## config.mk

```make
export PLATFORM = sky130hd
export DESIGN_NAME = yuv420p_gray_bar_pattern
export DESIGN_NICKNAME = d
export VERILOG_FILES = /design/src/rtl/core/ygb_pkg.sv /design/src/rtl/core/ygb_div.sv /design/src/rtl/core/ygb_dp.sv /design/src/rtl/core/ygb_ctrl.sv /design/src/rtl/core/yuv420p_gray_bar_pattern.sv
export SDC_FILE = /design/constraint.sdc
export NUM_CORES = 1
export LEC_CHECK = 0
export BUFFER_PORTS_ARGS = -buffer_cell sky130_fd_sc_hd__buf_2
export CAP_MARGIN = 30
export CORE_MARGIN = 2
export CORE_UTILIZATION = 30
export CTS_BUF_LIST = sky130_fd_sc_hd__clkbuf_16
export DETAILED_ROUTE_END_ITERATION = 7
export PLACE_DENSITY = 0.48
export SYNTH_ARGS = -nofsm -noshare
export SYNTH_HDL_FRONTEND = slang
export SYNTH_SLANG_ARGS = --single-unit
```

## constraint.sdc

```tcl
create_clock -name clk -period 7.95 [get_ports clk]
set_input_delay 1.1925 -clock clk [delete_from_list [all_inputs] [get_ports clk]]
set_output_delay 1.1925 -clock clk [all_outputs]
set_load 0.05 [all_outputs]
```

## src/rtl/core/ygb_pkg.sv

```systemverilog
// ----------------------------------------------------------------------------
// ygb_pkg
// shared types and constants of the gray bar YUV420P pattern source
// ----------------------------------------------------------------------------
package ygb_pkg;

	// field and register widths
	localparam int CFG_DIM_W   = 13;
	localparam int LUMA_W      = 8;
	localparam int PLANE_W     = 2;
	localparam int APB_ADDR_W  = 5;
	localparam int APB_DATA_W  = 32;
	localparam int REG_IDX_W   = 3;

	// default dimensions and levels
	localparam int DEF_MAX_DIM = 4096;
	localparam int DEF_WIDTH   = 640;
	localparam int DEF_HEIGHT  = 480;
	localparam int DEF_BARS    = 10;
	localparam int DEF_DIM_W   = 10;
	localparam logic [LUMA_W-1:0] CHROMA_LEVEL  = 8'd128;
	localparam logic [LUMA_W-1:0] RST_LUMA_LOW  = 8'd16;
	localparam logic [LUMA_W-1:0] RST_LUMA_HIGH = 8'd235;

	// plane codes
	localparam logic [PLANE_W-1:0] PLANE_Y = 2'd0;
	localparam logic [PLANE_W-1:0] PLANE_U = 2'd1;
	localparam logic [PLANE_W-1:0] PLANE_V = 2'd2;

	// register indexes
	localparam logic [REG_IDX_W-1:0] REG_FRAME_WIDTH  = 3'd0;
	localparam logic [REG_IDX_W-1:0] REG_FRAME_HEIGHT = 3'd1;
	localparam logic [REG_IDX_W-1:0] REG_BAR_COUNT    = 3'd2;
	localparam logic [REG_IDX_W-1:0] REG_LUMA_LOW     = 3'd3;
	localparam logic [REG_IDX_W-1:0] REG_LUMA_HIGH    = 3'd4;

	// which quotient the shared divider is working on
	typedef enum logic [1:0] {
		DIV_BAR_WIDTH,
		DIV_BAR_INDEX,
		DIV_RAMP
	} div_sel_t;

	// controller to datapath
	typedef struct packed {
		logic     start;
		logic     div_start;
		div_sel_t div_sel;
		logic     mul_en;
		logic     emit;
	} ctrl_cmd_t;

	// datapath to controller
	typedef struct packed {
		logic ramp;
		logic div_done;
		logic out_free;
	} dp_status_t;

endpackage

```

## src/rtl/core/ygb_div.sv

```systemverilog
// ----------------------------------------------------------------------------
// ygb_div
// restoring unsigned divider, one quotient bit per cycle
// ----------------------------------------------------------------------------
module ygb_div #(
	parameter int NW = 21,
	parameter int DW = 13
) (
	input  logic          clk,
	input  logic          arst_n,
	input  logic          start,
	input  logic [NW-1:0] dividend,
	input  logic [DW-1:0] divisor,
	output logic          done,
	output logic [NW-1:0] quotient
);

	localparam int CW = $clog2(NW + 1);

	logic          busy_q;
	logic          done_q;
	logic [CW-1:0] cnt_q;
	logic [NW-1:0] quo_q;
	logic [DW-1:0] rem_q;
	logic [DW-1:0] dsr_q;

	logic [DW:0]   shifted;
	logic [DW+1:0] trial;
	logic          borrow;

	// trial subtraction of the divisor from the shifted remainder
	assign shifted = {rem_q, quo_q[NW-1]};
	assign trial   = {1'b0, shifted} - {2'b00, dsr_q};
	assign borrow  = trial[DW+1];

	// control of the iteration
	always_ff @(posedge clk or negedge arst_n) begin
		if (!arst_n) begin
			busy_q <= 1'b0;
			done_q <= 1'b0;
			cnt_q  <= '0;
		end else begin
			done_q <= 1'b0;
			if (start) begin
				busy_q <= 1'b1;
				cnt_q  <= CW'(NW);
			end else if (busy_q) begin
				cnt_q <= cnt_q - 1'b1;
				if (cnt_q == CW'(1)) begin
					busy_q <= 1'b0;
					done_q <= 1'b1;
				end
			end
		end
	end

	// dividend shifts out at the top, quotient bits shift in at the bottom
	always_ff @(posedge clk) begin
		if (start) begin
			quo_q <= dividend;
			rem_q <= '0;
			dsr_q <= divisor;
		end else if (busy_q) begin
			quo_q <= {quo_q[NW-2:0], ~borrow};
			rem_q <= borrow ? shifted[DW-1:0] : trial[DW-1:0];
		end
	end

	assign done     = done_q;
	assign quotient = quo_q;

endmodule

```

## src/rtl/core/ygb_dp.sv

```systemverilog
// ----------------------------------------------------------------------------
// ygb_dp
// datapath: frame position, bar arithmetic and output register
// ----------------------------------------------------------------------------
module ygb_dp
	import ygb_pkg::*;
#(
	parameter int MAX_DIM = DEF_MAX_DIM
) (
	input  logic                 clk,
	input  logic                 arst_n,
	input  ctrl_cmd_t            cmd,
	output dp_status_t           stat,
	input  logic                 restart,
	input  logic [CFG_DIM_W-1:0] frame_width,
	input  logic [CFG_DIM_W-1:0] frame_height,
	input  logic [CFG_DIM_W-1:0] bar_count,
	input  logic [LUMA_W-1:0]    luma_low,
	input  logic [LUMA_W-1:0]    luma_high,
	output logic                 m_axis_tvalid,
	input  logic                 m_axis_tready,
	output logic [7:0]           m_axis_tdata,
	output logic [2:0]           m_axis_tuser,
	output logic                 m_axis_tlast
);

	localparam int DW_RAW = $clog2(MAX_DIM + 1);
	localparam int DW     = (DW_RAW > DEF_DIM_W) ? DW_RAW : DEF_DIM_W;
	localparam int NW     = DW + LUMA_W;
	localparam int CMP_W  = CFG_DIM_W + 1;

	// clamped and defaulted dimensions
	logic          w_big, h_big, b_big, use_def;
	logic [DW-1:0] w_c, h_c, b_c, w, h, b, cw, ch, pw, ph;
	logic          chroma_empty;

	assign w_big = {1'b0, frame_width}  > CMP_W'(MAX_DIM);
	assign h_big = {1'b0, frame_height} > CMP_W'(MAX_DIM);
	assign b_big = {1'b0, bar_count}    > CMP_W'(MAX_DIM);
	assign w_c   = w_big ? DW'(MAX_DIM) : DW'(frame_width);
	assign h_c   = h_big ? DW'(MAX_DIM) : DW'(frame_height);
	assign b_c   = b_big ? DW'(MAX_DIM) : DW'(bar_count);
	assign use_def = (frame_width == '0) || (frame_height == '0) || (bar_count == '0);
	assign w  = use_def ? DW'(DEF_WIDTH)  : w_c;
	assign h  = use_def ? DW'(DEF_HEIGHT) : h_c;
	assign b  = use_def ? DW'(DEF_BARS)   : b_c;
	assign cw = w >> 1;
	assign ch = h >> 1;
	assign chroma_empty = (cw == '0) || (ch == '0);

	// frame position
	logic [DW-1:0]      col_q, row_q;
	logic [PLANE_W-1:0] plane_q;
	logic               rewind;

	// bar arithmetic
	logic [DW-1:0]     bw_q, bar_q;
	logic [NW-1:0]     prod_q;
	logic              neg_q;
	logic [LUMA_W-1:0] ramp_q;
	logic [LUMA_W-1:0] abs_diff;
	logic              neg_diff;

	// output register
	logic              ovalid_q;
	logic [LUMA_W-1:0] osample_q;
	logic [PLANE_W-1:0] oplane_q;
	logic              oline_q, oframe_q;

	// divider hookup
	logic          div_done;
	logic [NW-1:0] div_quo, div_dvd;
	logic [DW-1:0] div_dsr;

	ygb_div #(
		.NW (NW),
		.DW (DW)
	) u_div (
		.clk      (clk),
		.arst_n   (arst_n),
		.start    (cmd.div_start),
		.dividend (div_dvd),
		.divisor  (div_dsr),
		.done     (div_done),
		.quotient (div_quo)
	);

	// operand select for the shared divider
	always_comb begin
		case (cmd.div_sel)
			DIV_BAR_WIDTH: begin
				div_dvd = NW'(w);
				div_dsr = b;
			end
			DIV_BAR_INDEX: begin
				div_dvd = NW'(col_q);
				div_dsr = bw_q;
			end
			DIV_RAMP: begin
				div_dvd = prod_q;
				div_dsr = b - 1'b1;
			end
			default: begin
				div_dvd = '0;
				div_dsr = '1;
			end
		endcase
	end

	// signed luma span as sign and magnitude
	assign neg_diff = luma_high < luma_low;
	assign abs_diff = neg_diff ? (luma_low - luma_high) : (luma_high - luma_low);

	// bar width, bar index, product and ramp offset
	always_ff @(posedge clk) begin
		if (div_done) begin
			case (cmd.div_sel)
				DIV_BAR_WIDTH: bw_q <= (div_quo == '0) ? DW'(1) : div_quo[DW-1:0];
				DIV_BAR_INDEX: bar_q <= div_quo[DW-1:0];
				DIV_RAMP: ramp_q <= neg_q ? (LUMA_W'(0) - div_quo[LUMA_W-1:0])
					: div_quo[LUMA_W-1:0];
				default: ;
			endcase
		end
		if (cmd.mul_en) begin
			prod_q <= NW'(bar_q) * NW'(abs_diff);
			neg_q  <= neg_diff;
		end
	end

	// current plane geometry and end flags
	logic               line_end, last_row, frame_end;
	logic [LUMA_W-1:0]  sample;

	assign pw = (plane_q == PLANE_Y) ? w : cw;
	assign ph = (plane_q == PLANE_Y) ? h : ch;
	assign line_end  = ({1'b0, col_q} + 1'b1) >= {1'b0, pw};
	assign last_row  = ({1'b0, row_q} + 1'b1) >= {1'b0, ph};
	assign frame_end = line_end && last_row &&
		((plane_q == PLANE_V) || ((plane_q == PLANE_Y) && chroma_empty));
	assign rewind = restart || (plane_q > PLANE_V) || ((plane_q != PLANE_Y) && chroma_empty);

	always_comb begin
		if (plane_q != PLANE_Y) begin
			sample = CHROMA_LEVEL;
		end else if (b == DW'(1)) begin
			sample = luma_low;
		end else begin
			sample = luma_low + ramp_q;
		end
	end

	// position update: rewind on accept on restart or a stale plane, advance on emit
	always_ff @(posedge clk or negedge arst_n) begin
		if (!arst_n) begin
			col_q   <= '0;
			row_q   <= '0;
			plane_q <= PLANE_Y;
		end else if (cmd.start) begin
			if (rewind) begin
				col_q   <= '0;
				row_q   <= '0;
				plane_q <= PLANE_Y;
			end
		end else if (cmd.emit) begin
			if (!line_end) begin
				col_q <= col_q + 1'b1;
			end else begin
				col_q <= '0;
				if (!last_row) begin
					row_q <= row_q + 1'b1;
				end else begin
					row_q   <= '0;
					plane_q <= frame_end ? PLANE_Y : plane_q + 1'b1;
				end
			end
		end
	end

	// output beat register
	always_ff @(posedge clk or negedge arst_n) begin
		if (!arst_n) begin
			ovalid_q <= 1'b0;
		end else if (cmd.emit) begin
			ovalid_q <= 1'b1;
		end else if (m_axis_tready) begin
			ovalid_q <= 1'b0;
		end
	end

	always_ff @(posedge clk) begin
		if (cmd.emit) begin
			osample_q <= sample;
			oplane_q  <= plane_q;
			oline_q   <= line_end;
			oframe_q  <= frame_end;
		end
	end

	assign stat.ramp     = (plane_q == PLANE_Y) && (b != DW'(1));
	assign stat.div_done = div_done;
	assign stat.out_free = !ovalid_q || m_axis_tready;

	assign m_axis_tvalid = ovalid_q;
	assign m_axis_tdata  = osample_q;
	assign m_axis_tuser  = {oline_q, oplane_q};
	assign m_axis_tlast  = oframe_q;

endmodule

```

## src/rtl/core/ygb_ctrl.sv

```systemverilog
// ----------------------------------------------------------------------------
// ygb_ctrl
// sequencer: takes one beat at a time; a ramp beat steps through the bar width, bar index, product and ramp
// ----------------------------------------------------------------------------
module ygb_ctrl
	import ygb_pkg::*;
(
	input  logic       clk,
	input  logic       arst_n,
	input  logic       s_axis_tvalid,
	output logic       s_axis_tready,
	input  dp_status_t stat,
	output ctrl_cmd_t  cmd
);

	typedef enum logic [2:0] {
		ST_IDLE,
		ST_DECIDE,
		ST_DIV_BW,
		ST_DIV_T,
		ST_MUL,
		ST_DIV_Q,
		ST_EMIT
	} state_t;

	state_t   state_q;
	logic     rdy_q;
	logic     div_start_q;
	div_sel_t div_sel_q;
	logic     mul_q;

	// state and registered commands
	always_ff @(posedge clk or negedge arst_n) begin
		if (!arst_n) begin
			state_q     <= ST_IDLE;
			rdy_q       <= 1'b1;
			div_start_q <= 1'b0;
			div_sel_q   <= DIV_BAR_WIDTH;
			mul_q       <= 1'b0;
		end else begin
			div_start_q <= 1'b0;
			mul_q       <= 1'b0;
			case (state_q)
				ST_IDLE: begin
					if (s_axis_tvalid && rdy_q) begin
						rdy_q   <= 1'b0;
						state_q <= ST_DECIDE;
					end
				end
				ST_DECIDE: begin
					if (stat.ramp) begin
						div_start_q <= 1'b1;
						div_sel_q   <= DIV_BAR_WIDTH;
						state_q     <= ST_DIV_BW;
					end else begin
						state_q <= ST_EMIT;
					end
				end
				ST_DIV_BW: begin
					if (stat.div_done) begin
						div_start_q <= 1'b1;
						div_sel_q   <= DIV_BAR_INDEX;
						state_q     <= ST_DIV_T;
					end
				end
				ST_DIV_T: begin
					if (stat.div_done) begin
						mul_q   <= 1'b1;
						state_q <= ST_MUL;
					end
				end
				ST_MUL: begin
					div_start_q <= 1'b1;
					div_sel_q   <= DIV_RAMP;
					state_q     <= ST_DIV_Q;
				end
				ST_DIV_Q: begin
					if (stat.div_done) begin
						state_q <= ST_EMIT;
					end
				end
				ST_EMIT: begin
					if (stat.out_free) begin
						rdy_q   <= 1'b1;
						state_q <= ST_IDLE;
					end
				end
				default: begin
					rdy_q   <= 1'b1;
					state_q <= ST_IDLE;
				end
			endcase
		end
	end

	assign s_axis_tready = rdy_q;

	assign cmd.start     = s_axis_tvalid && rdy_q;
	assign cmd.div_start = div_start_q;
	assign cmd.div_sel   = div_sel_q;
	assign cmd.mul_en    = mul_q;
	assign cmd.emit      = (state_q == ST_EMIT) && stat.out_free;

endmodule

```

## src/rtl/core/yuv420p_gray_bar_pattern.sv

```systemverilog
// ----------------------------------------------------------------------------
// yuv420p_gray_bar_pattern
// gray bar test pattern source, planar YUV420P, one byte per output beat
// ----------------------------------------------------------------------------
// Each input beat asks for the next byte of the frame: luma in raster order,
// then the U and V planes (width/2 by height/2, all 128). A luma byte on the
// ramp takes three passes of one shared radix-2 divider (bar width, bar
// index, ramp offset) and one multiply; its dividend is NW = DW+8 bits wide
// and DW = max(clog2(MAX_DIM+1), 10). Chroma bytes and luma with a single
// bar skip the divider. A finished beat waits in the output register while
// the next input beat is taken. Registers sit at byte addresses 0x00 width,
// 0x04 height, 0x08 bar count, 0x0c low luma, 0x10 high luma; change them
// only while the block is idle.
// ----------------------------------------------------------------------------
module yuv420p_gray_bar_pattern
	import ygb_pkg::*;
#(
	parameter int MAX_DIM = DEF_MAX_DIM
) (
	input  logic                  clk,
	input  logic                  arst_n,
	// configuration
	input  logic                  psel,
	input  logic                  penable,
	input  logic                  pwrite,
	input  logic [APB_ADDR_W-1:0] paddr,
	input  logic [APB_DATA_W-1:0] pwdata,
	output logic [APB_DATA_W-1:0] prdata,
	output logic                  pready,
	// request stream
	input  logic                  s_axis_tvalid,
	output logic                  s_axis_tready,
	input  logic [7:0]            s_axis_tdata,  // [0] restart
	// pixel stream
	output logic                  m_axis_tvalid,
	input  logic                  m_axis_tready,
	output logic [7:0]            m_axis_tdata,  // [7:0] sample
	output logic [2:0]            m_axis_tuser,  // [1:0] plane, [2] line_end
	output logic                  m_axis_tlast   // frame_end
);

	logic [CFG_DIM_W-1:0] frame_width_q, frame_height_q, bar_count_q;
	logic [LUMA_W-1:0]    luma_low_q, luma_high_q;
	logic [REG_IDX_W-1:0] reg_idx;
	logic                 wr_en;

	assign reg_idx = paddr[APB_ADDR_W-1:2];
	assign wr_en   = psel && penable && pwrite && pready;
	assign pready  = 1'b1;

	// register writes
	always_ff @(posedge clk or negedge arst_n) begin
		if (!arst_n) begin
			frame_width_q  <= CFG_DIM_W'(DEF_WIDTH);
			frame_height_q <= CFG_DIM_W'(DEF_HEIGHT);
			bar_count_q    <= CFG_DIM_W'(DEF_BARS);
			luma_low_q     <= RST_LUMA_LOW;
			luma_high_q    <= RST_LUMA_HIGH;
		end else if (wr_en) begin
			case (reg_idx)
				REG_FRAME_WIDTH:  frame_width_q  <= pwdata[CFG_DIM_W-1:0];
				REG_FRAME_HEIGHT: frame_height_q <= pwdata[CFG_DIM_W-1:0];
				REG_BAR_COUNT:    bar_count_q    <= pwdata[CFG_DIM_W-1:0];
				REG_LUMA_LOW:     luma_low_q     <= pwdata[LUMA_W-1:0];
				REG_LUMA_HIGH:    luma_high_q    <= pwdata[LUMA_W-1:0];
				default: ;
			endcase
		end
	end

	// register reads
	always_comb begin
		case (reg_idx)
			REG_FRAME_WIDTH:  prdata = APB_DATA_W'(frame_width_q);
			REG_FRAME_HEIGHT: prdata = APB_DATA_W'(frame_height_q);
			REG_BAR_COUNT:    prdata = APB_DATA_W'(bar_count_q);
			REG_LUMA_LOW:     prdata = APB_DATA_W'(luma_low_q);
			REG_LUMA_HIGH:    prdata = APB_DATA_W'(luma_high_q);
			default:          prdata = '0;
		endcase
	end

	ctrl_cmd_t  cmd;
	dp_status_t stat;

	ygb_ctrl u_ctrl (
		.clk           (clk),
		.arst_n        (arst_n),
		.s_axis_tvalid (s_axis_tvalid),
		.s_axis_tready (s_axis_tready),
		.stat          (stat),
		.cmd           (cmd)
	);

	ygb_dp #(
		.MAX_DIM (MAX_DIM)
	) u_dp (
		.clk           (clk),
		.arst_n        (arst_n),
		.cmd           (cmd),
		.stat          (stat),
		.restart       (s_axis_tdata[0]),
		.frame_width   (frame_width_q),
		.frame_height  (frame_height_q),
		.bar_count     (bar_count_q),
		.luma_low      (luma_low_q),
		.luma_high     (luma_high_q),
		.m_axis_tvalid (m_axis_tvalid),
		.m_axis_tready (m_axis_tready),
		.m_axis_tdata  (m_axis_tdata),
		.m_axis_tuser  (m_axis_tuser),
		.m_axis_tlast  (m_axis_tlast)
	);

endmodule

```

==> results of run 1 <==
[repair_timing]
action,in CTS,in global routing
endpoints found under the setup margin,0,3
buffers inserted,0,2
resized for setup,0,3
[through the flow]
| step | utilization | cell area, um^2 | hold slack (ps) |
|---|---|---|---|
| 2_1_floorplan | - | 16600 | 453 |
| 3_3_place_gp | 0.318 | 17500 | 478 |
| 3_5_place_dp | 0.319 | 17500 | 476 |
| 4_1_cts | 0.333 | 18300 | 488 |
| 5_1_grt | 0.334 | 18300 | 508 |
| 6_report | 0.334 | 18300 | 490 |
[critical path, stage by stage (launching register included)]
cell,delay [ps]
sky130_fd_sc_hd__dfstp_2,560
sky130_fd_sc_hd__inv_1,50
sky130_fd_sc_hd__ha_1,180
sky130_fd_sc_hd__inv_1,100
sky130_fd_sc_hd__fa_1,240
sky130_fd_sc_hd__a21oi_1,120
sky130_fd_sc_hd__o211ai_1,400
sky130_fd_sc_hd__a21boi_0,250
sky130_fd_sc_hd__o41a_1,370
sky130_fd_sc_hd__o41ai_2,370
sky130_fd_sc_hd__a21boi_1,160
sky130_fd_sc_hd__buf_4,220
sky130_fd_sc_hd__nor3b_1,290
sky130_fd_sc_hd__fa_1,480
sky130_fd_sc_hd__fa_1,530
sky130_fd_sc_hd__fa_1,540
sky130_fd_sc_hd__inv_1,50
sky130_fd_sc_hd__fa_1,520
sky130_fd_sc_hd__inv_1,40
sky130_fd_sc_hd__ha_1,340
sky130_fd_sc_hd__o21a_1,200
sky130_fd_sc_hd__o2111ai_1,280
sky130_fd_sc_hd__o2bb2ai_1,210
sky130_fd_sc_hd__o2111ai_1,200
sky130_fd_sc_hd__a31o_2,260
sky130_fd_sc_hd__a21oi_1,170
sky130_fd_sc_hd__xnor2_1,100
[area by class of cell]
cell class,count,share of cell area
multi-input combinational,1261,0.532
tap,704,0.0481
clock buffer,25,0.0341
inverter,158,0.0324
timing repair buffer,80,0.0276
clock inverter,21,0.00772
sequential,214,0.318
[cell families (layout without fill, tap and decap cells)]
logic type | count (synthesis) | after routing | share of synthesized area
mux | 126 | 126 | 0.0817
flops | 214 | 214 | 0.351
simple gates | 546 | 546 | 0.170
buf+inv | 268 | 284 | 0.0667
other cells | 2 | 20 | 0.000453
compound gates | 328 | 328 | 0.130
fa+ha+maj | 182 | 182 | 0.169
xor+xnor | 59 | 59 | 0.0312
[sequential cells by signal (all words and copies together), names as in the netlist, 5 cells and up]
register	count
u_dp.prod_q	21
u_dp.u_div.quotient	21
bar_count_q	13
frame_height_q	13
frame_width_q	13
u_dp.bar_q	13
u_dp.bw_q	13
u_dp.col_q	13
u_dp.row_q	13
u_dp.u_div.dsr_q	13
u_dp.u_div.rem_q	13
luma_high_q	8
luma_low_q	8
u_dp.m_axis_tdata	8
u_dp.ramp_q	8
u_dp.u_div.cnt_q	5
[routing by layer]
layer / vias to the layer above / share of wire
li1: 6019 / -
met3: 61 / 0.039
met2: 266 / 0.45
met1: 6188 / 0.49
met4: 2 / 0.021
met5: - / 0.00020
[worst min-delay path by stage]
stage / startpoint / slack [ps] / endpoint
after floorplan: u_dp.plane_q[0] / 450 / u_dp.oplane_q[0]
after global placement: u_dp.plane_q[0] / 480 / u_dp.oplane_q[0]
after detailed placement: u_dp.plane_q[0] / 480 / u_dp.oplane_q[0]
after CTS: u_ctrl.s_axis_tready / 490 / u_ctrl.s_axis_tready
after global routing: u_ctrl.s_axis_tready / 510 / u_ctrl.s_axis_tready
final: u_ctrl.s_axis_tready / 490 / u_ctrl.s_axis_tready
[cells in the final DEF, fill, tap and decap left out, types with 9 or more instances in the layout]
cell	instances
sky130_fd_sc_hd__a211oi_1	18
sky130_fd_sc_hd__edfxtp_1	102
sky130_fd_sc_hd__nand2b_1	33
sky130_fd_sc_hd__a22o_1	13
sky130_fd_sc_hd__dfxtp_1	13
sky130_fd_sc_hd__conb_1	20
sky130_fd_sc_hd__o211ai_1	9
sky130_fd_sc_hd__nand3_1	56
sky130_fd_sc_hd__inv_1	165
sky130_fd_sc_hd__and3_1	9
sky130_fd_sc_hd__nor2b_1	29
sky130_fd_sc_hd__dfrtp_1	82
sky130_fd_sc_hd__fa_1	70
sky130_fd_sc_hd__nor3b_1	12
sky130_fd_sc_hd__buf_4	28
sky130_fd_sc_hd__nor2_1	124
sky130_fd_sc_hd__and2_1	64
sky130_fd_sc_hd__dfstp_2	16
sky130_fd_sc_hd__mux2i_1	51
sky130_fd_sc_hd__xor2_1	15
sky130_fd_sc_hd__mux2_2	75
sky130_fd_sc_hd__nand4_1	10
sky130_fd_sc_hd__xnor2_1	43
sky130_fd_sc_hd__nor4_1	15
sky130_fd_sc_hd__o21a_1	11
sky130_fd_sc_hd__buf_2	49
sky130_fd_sc_hd__nand2_1	123
sky130_fd_sc_hd__clkbuf_16	25
sky130_fd_sc_hd__o21ai_0	61
sky130_fd_sc_hd__nor3_1	24
sky130_fd_sc_hd__ha_1	111
sky130_fd_sc_hd__o22ai_1	10
sky130_fd_sc_hd__a21oi_1	103
==> flow_summary.toml, run 1 <==
[place]
place.gp.congestion = 0.803
place_ws_ps = 262
io_buffer_count = 50
dp_hpwl_mm = 33.4
placed_cells = 2414

[floorplanning]
floorplan.die.height_um = 239
rows = 86
boundaryPins = 99
floorplan.die_area_mm2 = 0.0572
core-area_mm2 = 0.0549
start_util = 0.302
chipWidth_um = 239

[finish]
num_antenna_cells = 0
multi_input_area_mm2 = 0.00976
post_route_cells_drive_above_1_share = 0.134
net_total_in_the_final_layout = 1974
area_growth_syn_to_layout_pct = 10.5
final-seq-area_mm2 = 0.00582
final_cell_count_no_fill = 2463
fillCellCount = 5665

[sta]
max_freq_mhz = 134
finalSetupTns_ps = 0
timing.final.setup_violations = 0
timing.final.ws_setup_ps = 477
tightest_slew_ps = 986
min_period_over_period = 0.940
hold_violations = 0
finClkSkew_ps = 14.4
worst_slew_margin_relative_to_its_limit = 0.340
finalWorstPathRequiredPeriod_ps = 7470
grt_setup_unrepaired = "no"
timing.final.max_slew_violations = 0

[global_route]
first_pass_grt_wire_length_mm = 70.2
groute.usage.overall = 0.156
first_global_vias = 12500
met1_usage_grt = 0.221
aggregate_global_routing_overflow = 0
antenna_found_initial = 1
global_route.peak_usage_layer = "met2"
grtUsageMet3 = 0.0167
met2_track_usage_gr = 0.252
grt_max_degree = 82

[logic_synthesis]
yosys-top-cells-area = "sky130_fd_sc_hd__edfxtp_1 18%, sky130_fd_sc_hd__dfrtp_1 13%, sky130_fd_sc_hd__fa_1 8.5%"
yosys.area.top_type = "sky130_fd_sc_hd__edfxtp_1"
synth-async-reset-ratio = 0.463
synth.ff_latch_count = 214
synth_area_per_cell_um2 = 9.61
ys_types = 86
synth_top_flop_cell = "sky130_fd_sc_hd__edfxtp_1"
fraction_of_the_yosys_area_taken_by_sequential_cells = 0.351
yosys-top-cells-count = "158 x sky130_fd_sc_hd__inv_1, 124 x sky130_fd_sc_hd__nor2_1, 123 x sky130_fd_sc_hd__nand2_1"
netlist.area_leader.share = 0.185
synthesis.instances = 1725
synth.most_common_cell = "sky130_fd_sc_hd__inv_1"
mappedNetlistArea_mm2 = 0.0166
number_of_enable_type_register_cells_in_the_synthesized_netlist = 102
yosys_warnings = 0

[cts]
clock_path_buffers = 3
cts_tree = "yes"
htreeDepth = 1
clock_tree_root_buffer_cell = "sky130_fd_sc_hd__clkbuf_16"
clk_pin_slew_ps = 60
num_cts_buffers = 25
clk-insertion-delay-late_ps = 540
postCtsHoldBufs = 0
clock-sinks = 214

[worst_setup_path]
setup.worst_path.end = "u_dp.prod_q[20]"
critical_path.endpoint_type = "flip-flop"
critical_path_peak_fanout = 12
worstSetupStartpointType = "flip-flop"
cp_data_required_time_ps = 8230
reg_to_reg_slack_setup_ps = 480
crit-reg2reg-launch = "luma_high_q[0]"
worst_setup_path_startpoint = "luma_high_q[0]"
cp_data_arrival_time_ps = 7750
timing.setup.critical_path_class = "flip-flop to flip-flop"
rr_worst_depth = 26
terminus_of_the_critical_flop_to_flop_path = "u_dp.prod_q[20]"

[routing]
detailed_route_vias_per_instance = 5.09
detailed_routing_iterations_pass_1 = 5
drc = 0
route.final.wire_length_mm = 44.1
dr.first_iter.drc_count = 730
vias = 12500
drt-wirelength-per-cell_um = 17.9
ant_nets = 0

[run]
cap_viol_max_count = 0

[min_path]
hold_class = "flip-flop to flip-flop"
hold_depth = 2

[outcome]
status = "complete, no violations"
Power of run 1 is not shown: default switching activity piles up to over one toggle a cycle in this logic, so the estimate is an artifact.
==> inputs of run 2 (changes only) <==
clock period = 7.8 ns   (was 7.95 ns; I/O delays follow)
==> run 2 against run 1 <==
  * Routed wire length shrank 0.63%
  * Setup slack got worse by 98 ps
  * Clock skew rose by 10 ps
  * Register-to-register slack got worse by 98 ps
  * Clock-buffer cell count stayed put
  * Cell area up 0.14%
  * Global-route usage down 0.070 points
  * Non-clock buffer count unchanged
  * Fmax is 0.70% higher
  * Worst hold slack worse by 2.2 ps
  * Core utilization is essentially flat
  * Highest routed layer is now met4
==> flow_summary.toml, run 2 (synthesis gave the netlist of run 1 again) <==
[sta]
finalWorstPathRequiredPeriod_ps = 7420
worst_slew_margin_relative_to_its_limit = 0.311
finClkSkew_ps = 24.6
timing.final.ws_setup_ps = 378
grt_setup_unrepaired = "yes"
timing.final.setup_violations = 0
max_freq_mhz = 135
hold_violations = 0
hold-worst-slack_ps = 488
min_period_over_period = 0.951
tightest_slew_ps = 1030
timing.final.max_slew_violations = 0

[worst_setup_path]
cp_data_required_time_ps = 8080
timing.critical_path.slowest_cell_delay_ps = 630
timing.critical_path.buf_inv = 3
cp_top_family = "adder cells"
worstSetupStartpointType = "flip-flop"
critical_path.slowest_cell = "sky130_fd_sc_hd__dfstp_2"
cp_cell_sequence = "inv_1 -> ha_1 -> nand2_1 -> o211ai_1 -> a21oi_1 -> o41a_1 -> o41ai_2 -> and3b_2 -> nor3b_2 -> fa_1 -> fa_1 -> fa_1 -> inv_1 -> fa_1 -> inv_1 -> ha_1 -> a211oi_1 -> nand3_1 -> o2bb2ai_1 -> o2111ai_1 -> a31o_2 -> a21oi_1 -> xnor2_1"
cp_data_arrival_time_ps = 7700
timing.setup.critical_path_class = "flip-flop to flip-flop"
critical_path.endpoint_type = "flip-flop"
crit_top_cell = "sky130_fd_sc_hd__fa_1"
critical_path_peak_fanout = 13

[cts]
cts_tree = "yes"
clock_tree_root_buffer_cell = "sky130_fd_sc_hd__clkbuf_16"
clock-sinks = 214
postCtsHoldBufs = 0
clk_pin_slew_ps = 60
num_cts_buffers = 25
htreeDepth = 1
clk-insertion-delay-late_ps = 550
clock_path_buffers = 3

[floorplanning]
core-area_mm2 = 0.0549
boundaryPins = 99
floorplan.die_area_mm2 = 0.0572
start_util = 0.302
floorplan.die.height_um = 239
chipWidth_um = 239
rows = 86

[finish]
net_total_in_the_final_layout = 1974
leading_cell_types_in_the_layout_fill_and_taps_excluded = "163 x sky130_fd_sc_hd__inv_1, 124 x sky130_fd_sc_hd__nor2_1, 123 x sky130_fd_sc_hd__nand2_1"
layout_commonest_cell = "sky130_fd_sc_hd__inv_1"
final-seq-area_mm2 = 0.00582
area_growth_syn_to_layout_pct = 10.7
post_route_cells_drive_above_1_share = 0.135
final_cell_count_no_fill = 2464
fillCellCount = 5637
multi_input_area_mm2 = 0.00978

[place]
dp_hpwl_mm = 33.5
place.gp.congestion = 0.809
placed_cells = 2413
io_buffer_count = 50
place_ws_ps = 250

[global_route]
grt_max_degree = 82
antenna_found_initial = 0
aggregate_global_routing_overflow = 0
first_pass_grt_wire_length_mm = 69.9
first_global_vias = 12400
groute.usage.overall = 0.155

[routing]
ant_nets = 0
drc = 0
dr.first_iter.drc_count = 609
route.final.wire_length_mm = 43.8
detailed_routing_iterations_pass_1 = 7
drt-wirelength-per-cell_um = 17.8
detailed_route_vias_per_instance = 5.04
vias = 12400

[min_path]
hold_class = "flip-flop to flip-flop"

[run]
cap_viol_max_count = 0

[outcome]
status = "complete, no violations"
-- run 2: changes by cell type in the layout (fill, tap and decap cells not counted) --
cell / previous run / this run
sky130_fd_sc_hd__nor3b_2: 3 / 4
sky130_fd_sc_hd__clkinv_4: 0 / 1
sky130_fd_sc_hd__inv_6: 1 / 0
sky130_fd_sc_hd__a21boi_2: 1 / 0
sky130_fd_sc_hd__nor3b_1: 12 / 11
sky130_fd_sc_hd__inv_1: 165 / 163
sky130_fd_sc_hd__clkinvlp_4: 0 / 1
sky130_fd_sc_hd__o41ai_1: 2 / 1
sky130_fd_sc_hd__diode_2: 0 / 2
sky130_fd_sc_hd__a21boi_4: 0 / 1
sky130_fd_sc_hd__o41ai_2: 1 / 2
-- run 2: worst paths after layout --
kind | from | end | slack, ps | cells after the start
max in group asynchronous | arst_n | u_ctrl.div_start_q | 5880 | 2
setup / recovery | luma_low_q[4] | u_dp.prod_q[20] | 380 | 23
min in group asynchronous | arst_n | u_dp.col_q[4] | 640 | 1
hold reg to reg | u_dp.plane_q[0] | u_dp.oplane_q[0] | 490 | 0
setup reg to reg | luma_low_q[4] | u_dp.prod_q[20] | 380 | 23
hold / removal | u_dp.plane_q[0] | u_dp.oplane_q[0] | 490 | 0
-- run 2: worst reg2reg max path, stage by stage (launching register included) --
cell	delay, ps
sky130_fd_sc_hd__dfstp_2	630
sky130_fd_sc_hd__inv_1	70
sky130_fd_sc_hd__ha_1	380
sky130_fd_sc_hd__nand2_1	170
sky130_fd_sc_hd__o211ai_1	420
sky130_fd_sc_hd__a21oi_1	160
sky130_fd_sc_hd__o41a_1	450
sky130_fd_sc_hd__o41ai_2	370
sky130_fd_sc_hd__and3b_2	440
sky130_fd_sc_hd__nor3b_2	110
sky130_fd_sc_hd__fa_1	520
sky130_fd_sc_hd__fa_1	520
sky130_fd_sc_hd__fa_1	540
sky130_fd_sc_hd__inv_1	60
sky130_fd_sc_hd__fa_1	520
sky130_fd_sc_hd__inv_1	40
sky130_fd_sc_hd__ha_1	340
sky130_fd_sc_hd__a211oi_1	340
sky130_fd_sc_hd__nand3_1	110
sky130_fd_sc_hd__o2bb2ai_1	240
sky130_fd_sc_hd__o2111ai_1	210
sky130_fd_sc_hd__a31o_2	260
sky130_fd_sc_hd__a21oi_1	160
sky130_fd_sc_hd__xnor2_1	90
-- run 2: per-stage QoR --
stage | area, um^2 | TNS [ps] | util
global placement | 17500 | 0 | 0.318
CTS | 18300 | 0 | 0.333
finish | 18300 | 0 | 0.334
floorplan | 16600 | 0 | -
global route | 18300 | -48.4 | 0.334
detailed placement | 17500 | 0 | 0.319
-- run 2: area by class of cell --
type                            instances  share of cell area
Antenna cell                            2            0.000273
Timing Repair Buffer                   80              0.0275
Clock inverter                         20             0.00771
Sequential cell                       214               0.317
Clock buffer                           25              0.0341
Inverter                              158              0.0323
Multi-Input combinational cell       1261               0.533
Tap cell                              704              0.0480
-- run 2: timing repair --
action	CTS	global route
endpoints found under the setup margin	0	3
gates resized for setup	0	6
setup buffers	0	2
endpoints found under the hold margin	0	0
-- run 2: layer usage --
metal,wire (um),up-vias,part of all wire,GRT usage
li1,-,6040,-,-
met1,21600,6130,0.49,0.222
met2,20000,195,0.46,0.253
met3,1450,43,0.033,0.0147
met4,755,0,0.017,0.0345
met5,0,-,0,0
Power of run 2 is left out for the same reason.
==> inputs of run 3 (changes only) <==
PLACE_DENSITY = 0.5   (was 0.48)
SETUP_SLACK_MARGIN = 0.1   (was default)
SLEW_MARGIN = 0   (was default)
clock period = 6.1 ns   (was 7.8 ns; I/O delays follow)
==> run 3 against run 2 <==
  * The flow now finishes with violations (setup timing)
  * Core utilization grew 2.2 points
  * Highest routed layer unchanged
  * Critical path type unchanged
  * Fmax is 13% higher
  * Cell area is 6.6% higher
  * Global-route usage grew 0.27 points
  * Routed wire length grew 1.6%
  * First-iteration DRC count is 42% higher
  * Clock-buffer cell count increased by 1
  * Die area unchanged
  * Sequential share of layout area decreased by 1.9 points
  * Flip-flop and latch count did not move
==> flow_summary.toml, run 3 (synthesis gave the netlist of run 1 again) <==
[sta]
finalSetupTns_ps = -3640
timing.final.max_slew_violations = 0
hold_violations = 0
finalWorstPathRequiredPeriod_ps = 6590
worst_slew_margin_relative_to_its_limit = 0.308
grt_setup_unrepaired = "yes"
finClkSkew_ps = 17.0
hold-worst-slack_ps = 459
min_period_over_period = 1.08
tightest_slew_ps = 1030
timing.final.setup_violations = 13
max_freq_mhz = 152
timing.final.ws_setup_ps = -492

[cts]
htreeDepth = 1
clk-insertion-delay-late_ps = 550
clock_path_buffers = 3
num_cts_buffers = 26
cts_tree = "yes"
clock_tree_root_buffer_cell = "sky130_fd_sc_hd__clkbuf_16"
clock-sinks = 214
postCtsHoldBufs = 0
clk_pin_slew_ps = 60

[finish]
leading_cell_types_in_the_layout_fill_and_taps_excluded = "157 x sky130_fd_sc_hd__inv_1, 123 x sky130_fd_sc_hd__nand2_1, 121 x sky130_fd_sc_hd__nor2_1"
post_route_cells_drive_above_1_share = 0.214
multi_input_area_mm2 = 0.0102
layout_commonest_cell = "sky130_fd_sc_hd__inv_1"
fillCellCount = 5543
area_growth_syn_to_layout_pct = 17.9
net_total_in_the_final_layout = 2067
final-seq-area_mm2 = 0.00582

[routing]
drc = 0
dr.first_iter.drc_count = 864
route.final.wire_length_mm = 44.5
drt-wirelength-per-cell_um = 17.4
detailed_routing_iterations_pass_1 = 5
vias = 12900
detailed_route_vias_per_instance = 5.03
ant_nets = 0

[worst_setup_path]
cp_top_family = "adder cells"
timing.critical_path.slowest_cell_delay_ps = 560
critical_path_peak_fanout = 6
timing.setup.critical_path_class = "flip-flop to flip-flop"
cp_data_required_time_ps = 6400
cp_data_arrival_time_ps = 6890
worstSetupStartpointType = "flip-flop"
timing.critical_path.buf_inv = 6
critical_path.endpoint_type = "flip-flop"
critical_path.slowest_cell = "sky130_fd_sc_hd__fa_1"
crit_top_cell = "sky130_fd_sc_hd__fa_1"

[floorplanning]
floorplan.die.height_um = 239
core-area_mm2 = 0.0549
floorplan.die_area_mm2 = 0.0572
boundaryPins = 99
start_util = 0.302
rows = 86
chipWidth_um = 239

[global_route]
aggregate_global_routing_overflow = 0
antenna_found_initial = 1
groute.usage.overall = 0.158
first_global_vias = 12800
grt_max_degree = 60
first_pass_grt_wire_length_mm = 71.7

[min_path]
hold_class = "primary input to asynchronous set/reset pin"

[outcome]
failed_checks = "setup timing"
status = "finished, violations left"

[run]
cap_viol_max_count = 0

[place]
place.gp.congestion = 0.851
dp_hpwl_mm = 33.7
io_buffer_count = 50
place_ws_ps = -740
[run 3: cell count changes in the layout (fill, tap and decap cells not counted), sizes merged]
| cell | change |
|---|---|
| diode | -1 |
| clkbuf | +1 |
| buf | +92 |
| clkinv | -4 |
| inv | +2 |
| clkinvlp | +2 |
| bufinv | +2 |
[run 3: metal layers]
metal  up-vias  wire [um]  global-route usage
li1       6210          -                   -
met4         0       1040              0.0447
met2       270      20400               0.257
met1      6319      21400               0.222
met3        66       1690              0.0150
met5         -          0                   0
[run 3: timing repair]
| action | CTS | global route |
|---|---|---|
| gates resized for setup | 28 | 22 |
| endpoints found under the setup margin | 13 | 14 |
| pin swaps | 24 | 15 |
| buffers inserted | 4 | 8 |
| cloned | 0 | 0 |
[run 3: worst paths after layout]
kind                            slack, ps  depth (start not counted)            endpoint       startpoint
min in group clk                      500                          0    u_dp.oplane_q[0]  u_dp.plane_q[0]
worst max register to register       -490                         26     u_dp.prod_q[19]   luma_high_q[0]
worst min-delay path                  460                          1      luma_high_q[4]           arst_n
max in group asynchronous            4480                          2  u_ctrl.div_start_q           arst_n
worst min register to register        500                          0    u_dp.oplane_q[0]  u_dp.plane_q[0]
worst max-delay path                 -490                         26     u_dp.prod_q[19]   luma_high_q[0]
[run 3: worst register-to-register path, cell delays in order, from the launching register on]
cell                        delay [ps]
sky130_fd_sc_hd__dfstp_2           540
sky130_fd_sc_hd__inv_2              40
sky130_fd_sc_hd__ha_4              150
sky130_fd_sc_hd__inv_4              50
sky130_fd_sc_hd__fa_2              210
sky130_fd_sc_hd__a21oi_2            70
sky130_fd_sc_hd__o211ai_1          360
sky130_fd_sc_hd__buf_4             200
sky130_fd_sc_hd__a21oi_2            40
sky130_fd_sc_hd__or4b_4            550
sky130_fd_sc_hd__a21boi_4          210
sky130_fd_sc_hd__xnor2_4           130
sky130_fd_sc_hd__buf_6             150
sky130_fd_sc_hd__and2_4            150
sky130_fd_sc_hd__fa_1              560
sky130_fd_sc_hd__fa_1              440
sky130_fd_sc_hd__fa_1              490
sky130_fd_sc_hd__inv_1              50
sky130_fd_sc_hd__fa_1              500
sky130_fd_sc_hd__inv_2              50
sky130_fd_sc_hd__ha_4              230
sky130_fd_sc_hd__o21a_4            200
sky130_fd_sc_hd__o2111ai_4         250
sky130_fd_sc_hd__o31a_1            210
sky130_fd_sc_hd__o21ai_2            90
sky130_fd_sc_hd__o41ai_2           310
sky130_fd_sc_hd__xnor2_1           110
[run 3: final cells by class]
type                    instances  area share
diodes                          1    0.000128
flip-flops and latches        214       0.298
multi-input cells            1261       0.519
clock inverters                22      0.0113
clock buffers                  26      0.0333
inverters                     158      0.0305
repair buffers                172      0.0626
well taps                     704      0.0451
[run 3: metrics by stage]
step / std cells / util / area, um^2
after floorplan: 1743 / - / 16900
after global placement: 2495 / 0.334 / 18300
after detailed placement: 2497 / 0.334 / 18400
after CTS: 2549 / 0.353 / 19400
after global routing: 2557 / 0.356 / 19600
final: 2558 / 0.356 / 19600
Power of run 3 is left out for the same reason.
